[src/rtl/core/fdr_pkg.sv]
`timescale 1ns / 1ps
package fdr_pkg;

  localparam int CH_N  = 16;
  localparam int CH_W  = $clog2(CH_N);
  localparam int CNT_W = $clog2(CH_N + 1);

  // magnitude of (target - start) * step plus half, and the quotient
  localparam int NUM_W = 50;
  localparam int DIV_BITS = 2;
  localparam int DIV_ITER = NUM_W / DIV_BITS;
  localparam int ITER_W = $clog2(DIV_ITER);

  typedef enum logic [2:0] {
    OP_RETARGET  = 3'd0,
    OP_ADVANCE   = 3'd1,
    OP_SET_START = 3'd2,
    OP_SET_TGT   = 3'd3,
    OP_READ      = 3'd4,
    OP_MOVE      = 3'd5
  } fdr_op_t;

  typedef enum logic {
    REG_TOTAL_STEPS = 1'b0,
    REG_CHANNELS    = 1'b1
  } fdr_reg_t;

  typedef struct packed {
    logic [31:0] start_v;
    logic [31:0] target_v;
    logic [31:0] cur_v;
  } fdr_entry_t;

  typedef struct packed {
    logic [15:0]      eff_total;
    logic [CNT_W-1:0] n_chan;
  } fdr_cfg_t;

  typedef enum logic [2:0] {
    IS_IDLE,
    IS_MUL,
    IS_ABS,
    IS_DIV,
    IS_FIN
  } fdr_istate_t;

  typedef enum logic [2:0] {
    ST_IDLE,
    ST_DEC,
    ST_EWAIT,
    ST_RGO,
    ST_RWAIT,
    ST_OUT
  } fdr_state_t;

endpackage

[src/rtl/core/multichannel_linear_fader_top.sv]
`timescale 1ns / 1ps
// read, set start and set target give their word without the interpolator; retarget
// runs one interpolation, an accepted advance or move one per channel in use; one word
// at a time, the next accepted once the result register is free. the per-channel cost
// is the 2-bit-per-cycle divider.
// synchronous active-low reset clears control state, step count and change flag;
// the channel store reads as zero until each entry is written.
module multichannel_linear_fader_top
  import fdr_pkg::*;
(
  input  logic        clk,
  input  logic        rst_n,
  input  logic        in_tvalid,
  output logic        in_tready,
  input  logic [55:0] in_tdata,   // channel[3:0], value[35:4], step_value[51:36], zero pad
  input  logic [2:0]  in_tuser,   // op[2:0]
  input  logic        in_tlast,
  output logic        out_tvalid,
  input  logic        out_tready,
  output logic [31:0] out_tdata,  // current_value[31:0]
  output logic [1:0]  out_tuser,  // done_res[0], rejected[1]
  input  logic        cfg_psel,
  input  logic        cfg_penable,
  input  logic        cfg_pwrite,
  input  logic [2:0]  cfg_paddr,
  input  logic [31:0] cfg_pwdata,
  output logic [31:0] cfg_prdata,
  output logic        cfg_pready
);

  logic [15:0] total_r;
  logic [4:0]  chans_r;
  fdr_cfg_t    cfg;
  logic        cfg_wr;
  fdr_reg_t    reg_sel;

  assign cfg_pready = 1'b1;
  assign cfg_wr     = cfg_psel && cfg_penable && cfg_pwrite;
  assign reg_sel    = fdr_reg_t'(cfg_paddr[2]);

  always_ff @(posedge clk) begin
    if (!rst_n) begin
      total_r <= 16'd1;
      chans_r <= 5'd16;
    end else if (cfg_wr) begin
      case (reg_sel)
        REG_TOTAL_STEPS: total_r <= cfg_pwdata[15:0];
        REG_CHANNELS:    chans_r <= cfg_pwdata[4:0];
        default: ;
      endcase
    end
  end

  always_comb begin
    case (reg_sel)
      REG_TOTAL_STEPS: cfg_prdata = {16'd0, total_r};
      REG_CHANNELS:    cfg_prdata = {27'd0, chans_r};
      default:         cfg_prdata = '0;
    endcase
  end

  // zero total behaves as one; channel count limited to the store depth
  assign cfg.eff_total = (total_r == '0) ? 16'd1 : total_r;
  assign cfg.n_chan    = ({1'b0, chans_r} > 6'(CH_N)) ? CNT_W'(CH_N) : CNT_W'(chans_r);

  fdr_ctrl u_ctrl (
    .clk(clk), .rst_n(rst_n), .cfg(cfg),
    .in_valid(in_tvalid), .in_ready(in_tready), .in_op(in_tuser),
    .in_ch(in_tdata[CH_W-1:0]), .in_val(in_tdata[35:4]), .in_sv(in_tdata[51:36]),
    .in_last(in_tlast),
    .out_valid(out_tvalid), .out_ready(out_tready), .out_cur(out_tdata),
    .out_done(out_tuser[0]), .out_rej(out_tuser[1])
  );

endmodule

[src/rtl/core/fdr_mem.sv]
`timescale 1ns / 1ps
module fdr_mem
  import fdr_pkg::*;
(
  input  logic            clk,
  input  logic            rst_n,
  input  logic            we,
  input  logic [CH_W-1:0] waddr,
  input  fdr_entry_t      wdata,
  input  logic            re,
  input  logic [CH_W-1:0] raddr,
  output fdr_entry_t      rdata
);

  fdr_entry_t mem [CH_N];
  logic [CH_N-1:0] valid_r;
  fdr_entry_t rdata_r;

  always_ff @(posedge clk) begin
    if (we) begin
      mem[waddr] <= wdata;
    end
    if (re) begin
      rdata_r <= valid_r[raddr] ? mem[raddr] : '0;
    end
  end

  // entries never written read as zero
  always_ff @(posedge clk) begin
    if (!rst_n) begin
      valid_r <= '0;
    end else if (we) begin
      valid_r[waddr] <= 1'b1;
    end
  end

  assign rdata = rdata_r;

endmodule

[src/rtl/core/fdr_interp.sv]
`timescale 1ns / 1ps
module fdr_interp
  import fdr_pkg::*;
(
  input  logic        clk,
  input  logic        rst_n,
  input  logic        go,
  input  logic [31:0] s_i,
  input  logic [31:0] t_i,
  input  logic [15:0] step_i,
  input  logic [15:0] tot_i,
  output logic        done_o,
  output logic [31:0] res_o
);

  fdr_istate_t state_r, state_nxt;
  logic [31:0]        s_r, t_r, res_r, res_nxt;
  logic [15:0]        step_r, tot_r, rem_r, rem_nxt;
  logic               neg_r, done_r, done_nxt;
  logic signed [NUM_W-1:0] prod_r, prod_nxt;
  logic [NUM_W-1:0]   num_r, num_nxt;
  logic [ITER_W-1:0]  cnt_r, cnt_nxt;

  logic signed [32:0] diff;
  logic [16:0]        sh;
  logic signed [NUM_W:0]   q;
  logic signed [NUM_W+1:0] sum;

  always_ff @(posedge clk) begin
    if (!rst_n) begin
      state_r <= IS_IDLE;
      done_r  <= 1'b0;
    end else begin
      state_r <= state_nxt;
      done_r  <= done_nxt;
    end
  end

  always_ff @(posedge clk) begin
    if (go && state_r == IS_IDLE) begin
      s_r    <= s_i;
      t_r    <= t_i;
      step_r <= step_i;
      tot_r  <= tot_i;
    end
    if (state_r == IS_MUL) begin
      neg_r <= $signed(t_r) < $signed(s_r);
    end
    prod_r <= prod_nxt;
    num_r  <= num_nxt;
    rem_r  <= rem_nxt;
    cnt_r  <= cnt_nxt;
    res_r  <= res_nxt;
  end

  always_comb begin
    state_nxt = state_r;
    done_nxt  = 1'b0;
    prod_nxt  = prod_r;
    num_nxt   = num_r;
    rem_nxt   = rem_r;
    cnt_nxt   = cnt_r;
    res_nxt   = res_r;
    diff      = $signed({t_r[31], t_r}) - $signed({s_r[31], s_r});
    sh        = '0;
    q         = '0;
    sum       = '0;
    case (state_r)
      IS_IDLE: begin
        if (go) state_nxt = IS_MUL;
      end
      IS_MUL: begin
        prod_nxt  = diff * $signed({1'b0, step_r});
        state_nxt = IS_ABS;
      end
      IS_ABS: begin
        // rounding: magnitude grows by half the total either way
        num_nxt   = (prod_r[NUM_W-1] ? NUM_W'(-prod_r) : NUM_W'(prod_r))
                    + {{(NUM_W-15){1'b0}}, tot_r[15:1]};
        rem_nxt   = '0;
        cnt_nxt   = '0;
        state_nxt = IS_DIV;
      end
      IS_DIV: begin
        for (int k = 0; k < DIV_BITS; k++) begin
          sh      = {rem_nxt, num_nxt[NUM_W-1]};
          num_nxt = {num_nxt[NUM_W-2:0], 1'b0};
          if (sh >= {1'b0, tot_r}) begin
            sh         = sh - {1'b0, tot_r};
            num_nxt[0] = 1'b1;
          end
          rem_nxt = sh[15:0];
        end
        cnt_nxt = cnt_r + 1'b1;
        if (cnt_r == ITER_W'(DIV_ITER - 1)) state_nxt = IS_FIN;
      end
      IS_FIN: begin
        q   = neg_r ? -$signed({1'b0, num_r}) : $signed({1'b0, num_r});
        sum = $signed({{(NUM_W-30){s_r[31]}}, s_r}) + $signed({q[NUM_W], q});
        if (sum > $signed((NUM_W+2)'(32'h7fff_ffff))) begin
          res_nxt = 32'h7fff_ffff;
        end else if (sum < -$signed((NUM_W+2)'(33'h0_8000_0000))) begin
          res_nxt = 32'h8000_0000;
        end else begin
          res_nxt = sum[31:0];
        end
        done_nxt  = 1'b1;
        state_nxt = IS_IDLE;
      end
      default: state_nxt = IS_IDLE;
    endcase
  end

  assign done_o = done_r;
  assign res_o  = res_r;

endmodule

[src/rtl/core/fdr_ctrl.sv]
`timescale 1ns / 1ps
module fdr_ctrl
  import fdr_pkg::*;
(
  input  logic            clk,
  input  logic            rst_n,
  input  fdr_cfg_t        cfg,
  input  logic            in_valid,
  output logic            in_ready,
  input  logic [2:0]      in_op,
  input  logic [CH_W-1:0] in_ch,
  input  logic [31:0]     in_val,
  input  logic [15:0]     in_sv,
  input  logic            in_last,
  output logic            out_valid,
  input  logic            out_ready,
  output logic [31:0]     out_cur,
  output logic            out_done,
  output logic            out_rej
);

  fdr_state_t state_r, state_nxt;
  logic [2:0]        op_r;
  logic [CH_W-1:0]   ch_r;
  logic [31:0]       val_r;
  logic [15:0]       sv_r;
  logic              last_r;
  logic [15:0]       step_r, step_nxt;
  logic              chg_r, chg_nxt;
  logic [CNT_W-1:0]  idx_r, idx_nxt;
  fdr_entry_t        ent_r, ent_nxt;
  logic [31:0]       cur_r, cur_nxt;
  logic              rej_r, rej_nxt;
  logic              ov_r, ov_nxt;
  logic [31:0]       ocur_r;
  logic              odone_r, orej_r;

  logic              accept;
  logic              we, re, igo;
  logic [CH_W-1:0]   waddr, raddr;
  fdr_entry_t        wdata, rdata;
  logic [31:0]       is_s, is_t, ires;
  logic [15:0]       is_step;
  logic              idone;
  logic [31:0]       ns, nt, lo, hi;
  logic              diffv;

  fdr_mem u_mem (
    .clk(clk), .rst_n(rst_n), .we(we), .waddr(waddr), .wdata(wdata),
    .re(re), .raddr(raddr), .rdata(rdata)
  );

  fdr_interp u_interp (
    .clk(clk), .rst_n(rst_n), .go(igo), .s_i(is_s), .t_i(is_t),
    .step_i(is_step), .tot_i(cfg.eff_total), .done_o(idone), .res_o(ires)
  );

  assign in_ready = (state_r == ST_IDLE) && (!ov_r || out_ready);
  assign accept   = in_valid && in_ready;

  always_ff @(posedge clk) begin
    if (!rst_n) begin
      state_r <= ST_IDLE;
      step_r  <= '0;
      chg_r   <= 1'b0;
      ov_r    <= 1'b0;
    end else begin
      state_r <= state_nxt;
      step_r  <= step_nxt;
      chg_r   <= chg_nxt;
      ov_r    <= ov_nxt;
    end
  end

  always_ff @(posedge clk) begin
    if (accept) begin
      op_r   <= in_op;
      ch_r   <= in_ch;
      val_r  <= in_val;
      sv_r   <= in_sv;
      last_r <= in_last;
    end
    idx_r <= idx_nxt;
    ent_r <= ent_nxt;
    cur_r <= cur_nxt;
    rej_r <= rej_nxt;
    if (state_r == ST_OUT) begin
      ocur_r  <= cur_r;
      orej_r  <= rej_r;
      odone_r <= step_r >= cfg.eff_total;
    end
  end

  always_comb begin
    state_nxt = state_r;
    step_nxt  = step_r;
    chg_nxt   = chg_r;
    idx_nxt   = idx_r;
    ent_nxt   = ent_r;
    cur_nxt   = cur_r;
    rej_nxt   = rej_r;
    ov_nxt    = ov_r;
    we        = 1'b0;
    waddr     = ch_r;
    wdata     = ent_r;
    re        = 1'b0;
    raddr     = in_ch;
    igo       = 1'b0;
    is_s      = rdata.start_v;
    is_t      = rdata.target_v;
    is_step   = step_r;
    ns        = rdata.start_v;
    nt        = rdata.target_v;
    lo        = '0;
    hi        = '0;
    diffv     = 1'b0;
    if (ov_r && out_ready) ov_nxt = 1'b0;
    case (state_r)
      ST_IDLE: begin
        if (accept) begin
          re        = 1'b1;
          cur_nxt   = '0;
          rej_nxt   = 1'b0;
          state_nxt = ST_DEC;
        end
      end
      ST_DEC: begin
        state_nxt = ST_OUT;
        case (op_r)
          OP_RETARGET: begin
            chg_nxt   = chg_r | (rdata.target_v != val_r);
            ent_nxt   = rdata;
            is_s      = rdata.cur_v;
            is_t      = val_r;
            is_step   = 16'd1;
            igo       = 1'b1;
            state_nxt = ST_EWAIT;
          end
          OP_SET_START, OP_SET_TGT: begin
            if (op_r == OP_SET_START) begin
              ns    = val_r;
              diffv = rdata.start_v != val_r;
            end else begin
              nt    = val_r;
              diffv = rdata.target_v != val_r;
            end
            lo = ($signed(ns) < $signed(nt)) ? ns : nt;
            hi = ($signed(ns) < $signed(nt)) ? nt : ns;
            we = 1'b1;
            wdata.start_v  = ns;
            wdata.target_v = nt;
            wdata.cur_v    = ($signed(rdata.cur_v) >= $signed(lo) &&
                              $signed(rdata.cur_v) <= $signed(hi)) ? rdata.cur_v : val_r;
            chg_nxt = chg_r | diffv;
            if (last_r) begin
              if (chg_nxt) step_nxt = (op_r == OP_SET_START) ? 16'd0 : cfg.eff_total;
              chg_nxt = 1'b0;
            end
          end
          OP_READ: cur_nxt = rdata.cur_v;
          OP_ADVANCE, OP_MOVE: begin
            if ((op_r == OP_ADVANCE && step_r < cfg.eff_total) ||
                (op_r == OP_MOVE && sv_r <= cfg.eff_total)) begin
              step_nxt = (op_r == OP_ADVANCE) ? step_r + 16'd1 : sv_r;
              idx_nxt  = '0;
              if (cfg.n_chan != '0) begin
                re        = 1'b1;
                raddr     = '0;
                state_nxt = ST_RGO;
              end
            end else begin
              rej_nxt = 1'b1;
            end
          end
          default: state_nxt = ST_OUT;
        endcase
      end
      ST_EWAIT: begin
        if (idone) begin
          we             = 1'b1;
          wdata.start_v  = ent_r.cur_v;
          wdata.target_v = val_r;
          wdata.cur_v    = ires;
          if (last_r) begin
            if (chg_r) step_nxt = 16'd1;
            chg_nxt = 1'b0;
          end
          state_nxt = ST_OUT;
        end
      end
      ST_RGO: begin
        ent_nxt   = rdata;
        igo       = 1'b1;
        state_nxt = ST_RWAIT;
      end
      ST_RWAIT: begin
        if (idone) begin
          we          = 1'b1;
          waddr       = idx_r[CH_W-1:0];
          wdata       = ent_r;
          wdata.cur_v = ires;
          idx_nxt     = idx_r + 1'b1;
          if (idx_nxt < cfg.n_chan) begin
            re        = 1'b1;
            raddr     = idx_nxt[CH_W-1:0];
            state_nxt = ST_RGO;
          end else begin
            state_nxt = ST_OUT;
          end
        end
      end
      ST_OUT: begin
        ov_nxt    = 1'b1;
        state_nxt = ST_IDLE;
      end
      default: state_nxt = ST_IDLE;
    endcase
  end

  assign out_valid = ov_r;
  assign out_cur   = ocur_r;
  assign out_done  = odone_r;
  assign out_rej   = orej_r;

endmodule
[config.mk]
export PLATFORM = sky130hd
export DESIGN_NAME = multichannel_linear_fader_top
export DESIGN_NICKNAME = d
export VERILOG_FILES = /design/src/rtl/core/fdr_pkg.sv /design/src/rtl/core/multichannel_linear_fader_top.sv /design/src/rtl/core/fdr_mem.sv /design/src/rtl/core/fdr_interp.sv /design/src/rtl/core/fdr_ctrl.sv
export SDC_FILE = /design/constraint.sdc
export NUM_CORES = 2
export LEC_CHECK = 0
export CORE_UTILIZATION = 39
export DETAILED_ROUTE_END_ITERATION = 10
export DONT_BUFFER_PORTS = 1
export PLACE_DENSITY = 0.55
export SETUP_SLACK_MARGIN = 0.3
export SLEW_MARGIN = 10
export SYNTH_ARGS = -nofsm -noshare
export SYNTH_HDL_FRONTEND = slang
export SYNTH_SLANG_ARGS = --single-unit
[constraint.sdc]
create_clock -name clk -period 21 [get_ports clk]
set_input_delay 1.05 -clock clk [delete_from_list [all_inputs] [get_ports clk]]
set_output_delay 1.05 -clock clk [all_outputs]
set_load 0.01 [all_outputs]
==> impl_metrics.yaml <==
clocking:
  postCtsSetupRepairBufs: 0
  clk_pin_slew_worst_paths_ns: 0.06
  numCtsBuffers: 239
  htreeDepth: 4
  ctsResizeCount: 0
  root_buffer: "clkbuf_16"
  clk-insertion-delay-late_ns: 0.97
  postCtsHoldBufs: 0
  cts.sinks: 2168
  cts_tree: "built"
  clockBufferDepth: 4
hold_path:
  hold_path_class: "input pin to flop"
  min_from: "in_tdata[23]"
detailed_routing:
  drc_errors: 0
  wl_met2_mm: 178
  via_per_inst: 5.64
  drt-wirelength-per-cell_um: 25.9
  num_vias: 82583
  wl_met1_mm: 161
  drt_iter0_drc: 8253
  highest_layer: "met5"
  drtAntennaViolNets: 0
  met3_length_mm: 25.8
  wl_mm: 380
  dr.pass1.iters: 7
setup_path:
  end_kind: "flop"
  critPathTopFamily: "adder cells"
  start_kind: "flop"
  crit_buf_inv: 4
  cp.required_ns: 21.63
  cpPeakStageDelay_ns: 0.66
  reg2reg_from: "u_ctrl.u_interp.s_r[0]"
  crit_top_cell: "fa_1"
  cp_max_fo: 16
  cpMaxStageDelayCell: "a2111oi_0"
  timing.critical_path.from: "u_ctrl.u_interp.s_r[0]"
  worst_ep_arrival_time_ns: 10.78
  crit_type: "flop to flop"
layout:
  instances_no_fill: 14639
  multiInputGateArea_mm2: 0.0495
  nets: 11448
  final_core_util_pct: 43.3
  seqCellArea_mm2: 0.0645
  final_layout_size_suffix_gt1_share_pct: 7.59
  nFillCells: 27929
  syn2layout_area_growth_pct: 10.5
  final_area_mm2: 0.131
logic_synthesis:
  synth_enable_flop_cells: 2106
  ys_warn_count: 0
  synth_cell_types: 87
  synth_top_cell_area_share_pct: 53.2
  syn_area_per_cell_um2: 11.2
  post_synth_fa_ha_maj_area_fraction_pct: 12.6
  ys_ff_latch: 2168
  yosysSeqAreaShare_pct: 54.3
  synth_top_area_cell: "edfxtp_1"
  syn_area_mm2: 0.119
  yosys-top-cells-area: "edfxtp_1 (53%), fa_1 (8.6%), nand2_1 (8.0%)"
  synth-xor-area-share_pct: 2.54
  synthFlopType: "edfxtp_1"
  async_reset_ff_share_pct: 0
  netlist_instances: 10581
  synth-simple-area-share_pct: 14.5
  synth_top_family_by_area: "simple AND/OR/NAND/NOR gates"
  synthMuxAreaShare_pct: 2.44
  synth_compound_area_share_pct: 9.18
sta:
  finalHoldViolCount: 0
  final_max_slew_viol_count: 0
  min_period_over_period_pct: 48.3
  fmax_mhz: 98.5
  setup_viol: 0
  fin_tns_setup_ns: 0
  worstMarginPinSlew_ns: 1.24
  slew_headroom_pct: 17.1
  fin_worst_skew_ns: 0.0970
  rsz0062_at_grt: "no"
  period_needed_ns: 10.15
placement:
  io_buffers: 0
  dpl.hpwl_mm: 243
  postPlaceCellArea_mm2: 0.124
  routabilityCongestion: 0.929
  place_inst: 14187
power_and_ir_drop:
  p_int_uw: 14700
  swShare_pct: 43.9
  p_comb_share_pct: 60.2
  power_frac_clock_pct: 15.8
  powerDensity_mw_per_mm2: 199
  seqPwrFrac_pct: 24.0
  power_leakage_uw: 0.0499
  ir_drop_mv: 0.659
  p_sw_uw: 11500
floorplan:
  io_pins: 171
  start_util_pct: 39.2
  die_h_um: 554
  rows: 202
  dieArea_mm2: 0.307
  core_mm2: 0.303
  fp.dieW_um: 554
global_route:
  first_global_vias: 80868
  grt_max_degree: 225
  grt_overflow: 0
  grt_pass1_wl_mm: 554
  antenna_found_initial: 30
  gr-usage-all-layers_pct: 24.4
status:
  status: "finished, final reports clean"
flow_run:
  cap_violations: 0
==> cells in the mapped netlist (9+ instances only) <==
| master | number |
|---|---|
| and3_1 | 39 |
| or2_2 | 14 |
| o31ai_1 | 38 |
| nand3b_1 | 12 |
| nand2_1 | 2521 |
| nor2b_1 | 64 |
| nand4_1 | 70 |
| o221a_2 | 12 |
| nand2b_1 | 42 |
| xor2_1 | 115 |
| o41ai_1 | 19 |
| nand3_1 | 467 |
| clkbuf_1 | 553 |
| or3_1 | 38 |
| o211ai_1 | 405 |
| a211oi_1 | 28 |
| inv_1 | 759 |
| o21a_1 | 55 |
| ha_1 | 387 |
| buf_1 | 37 |
| xnor2_1 | 230 |
| nor4_1 | 32 |
| nor3_1 | 53 |
| nor3b_1 | 14 |
| or4_1 | 14 |
| a21o_1 | 117 |
| and2_1 | 233 |
| edfxtp_1 | 2106 |
| a31oi_1 | 42 |
| o21ai_0 | 226 |
| mux2i_1 | 128 |
| a21boi_0 | 30 |
| a41oi_1 | 103 |
| mux2_2 | 144 |
| o21bai_1 | 22 |
| fa_1 | 508 |
| dfxtp_1 | 62 |
| a21oi_1 | 259 |
| nor2_1 | 313 |
| a221oi_1 | 9 |
| a22oi_1 | 36 |
| buf_4 | 20 |
| a221o_1 | 65 |
==> final cells by class <==
class,count,area share [%]
Tap cell,3978,3.79
Clock buffer,288,4.82
Antenna cell,17,0.0324
Multi-Input combinational cell,7054,37.7
Clock inverter,146,0.973
Inverter,761,2.18
Timing Repair Buffer,227,1.38
Sequential cell,2168,49.1
==> kinds of logic (layout without fill, tap and decap cells) <==
| logic type | count (synthesis) | count (layout) |
|---|---|---|
| AND/OR/NAND/NOR | 3967 | 3967 |
| flip-flops | 2168 | 2168 |
| AO/OA/AOI/OAI | 1558 | 1558 |
| buffers and inverters | 1374 | 1422 |
| adder cells (fa/ha/maj) | 895 | 895 |
| XOR/XNOR | 345 | 345 |
| multiplexers | 272 | 272 |
| other | 2 | 34 |
==> state kept, by name, summed over array words and instances (netlist names), 32 cells and up <==
register / count
u_ctrl.ent_r: 96
u_ctrl.u_mem.rdata: 96
u_ctrl.u_interp.num_r: 50
u_ctrl.u_interp.res_o: 32
u_ctrl.u_interp.prod_r: 50
u_ctrl.cur_r: 32
u_ctrl.u_interp.t_r: 32
u_ctrl.val_r: 32
u_ctrl.u_mem.mem: 1536
u_ctrl.u_interp.s_r: 32
u_ctrl.out_cur: 32
==> metal layers <==
metal,GRT usage [%],vias up
li1,-,36900
met1,33.2,42052
met2,39.9,2995
met3,3.16,626
met4,8.85,10
met5,0,-
==> metrics by stage <==
stage | hold WS (ns) | setup slack, ns | power [uW]
after global placement | 0.406 | 10.94 | 22100
after CTS | 0.139 | 10.93 | 26300
after global routing | 0.159 | 10.32 | 28500
final | 0.181 | 10.85 | 26100
after detailed placement | 0.405 | 10.95 | 22100
after floorplan | 0.400 | 5.21 | 17800
==> power by group through the flow <==
stage	Sequential (uW)	Clock, uW	Combinational (uW)
after CTS	6260	4190	15900
final	6270	4120	15700
after global placement	6340	0	15700
after global routing	6270	4350	17900
after floorplan	6160	0	11600
after detailed placement	6340	0	15800
==> path summary, 6_finish.rpt <==
check	endpoint	slack (ns)	depth (start not counted)
max	u_ctrl.u_interp.prod_r[47]	10.85	33
min	u_ctrl.val_r[19]	0.18	0
max reg2reg	u_ctrl.u_interp.prod_r[47]	10.85	33
min reg2reg	u_ctrl.out_cur[4]	0.41	0
==> worst register-to-register path: cells and delay by family, from the launching register on <==
kind	cells	cell delay, ns
flip-flops	1	0.40
AND/OR/NAND/NOR	6	1.13
XOR/XNOR	2	0.33
AO/OA/AOI/OAI	12	3.55
buffers and inverters	4	0.48
adder cells (fa/ha/maj)	9	4.01
==> layout by cell type (no fill, tap or decap), types with 39 or more instances in the layout <==
cell,synthesis,layout
a221o_1,65,65
mux2i_1,128,128
a31oi_1,42,41
a21o_1,117,117
buf_4,20,219
nand4_1,70,70
edfxtp_1,2106,2106
clkbuf_16,0,245
and2_1,233,233
nor2_1,313,293
xor2_1,115,115
o21ai_0,226,202
ha_1,387,387
o211ai_1,405,405
fa_1,508,508
clkbuf_1,553,39
xnor2_1,230,230
a41oi_1,103,102
nor3_1,53,51
nand2_1,2521,2517
inv_1,759,757
a21oi_1,259,258
nor2b_1,64,63
nand2b_1,42,42
clkinv_1,2,59
nand3_1,467,466
o21a_1,55,55
mux2_2,144,144
dfxtp_1,62,62
clkinv_2,0,39
Power figures use the tool's default switching activity.
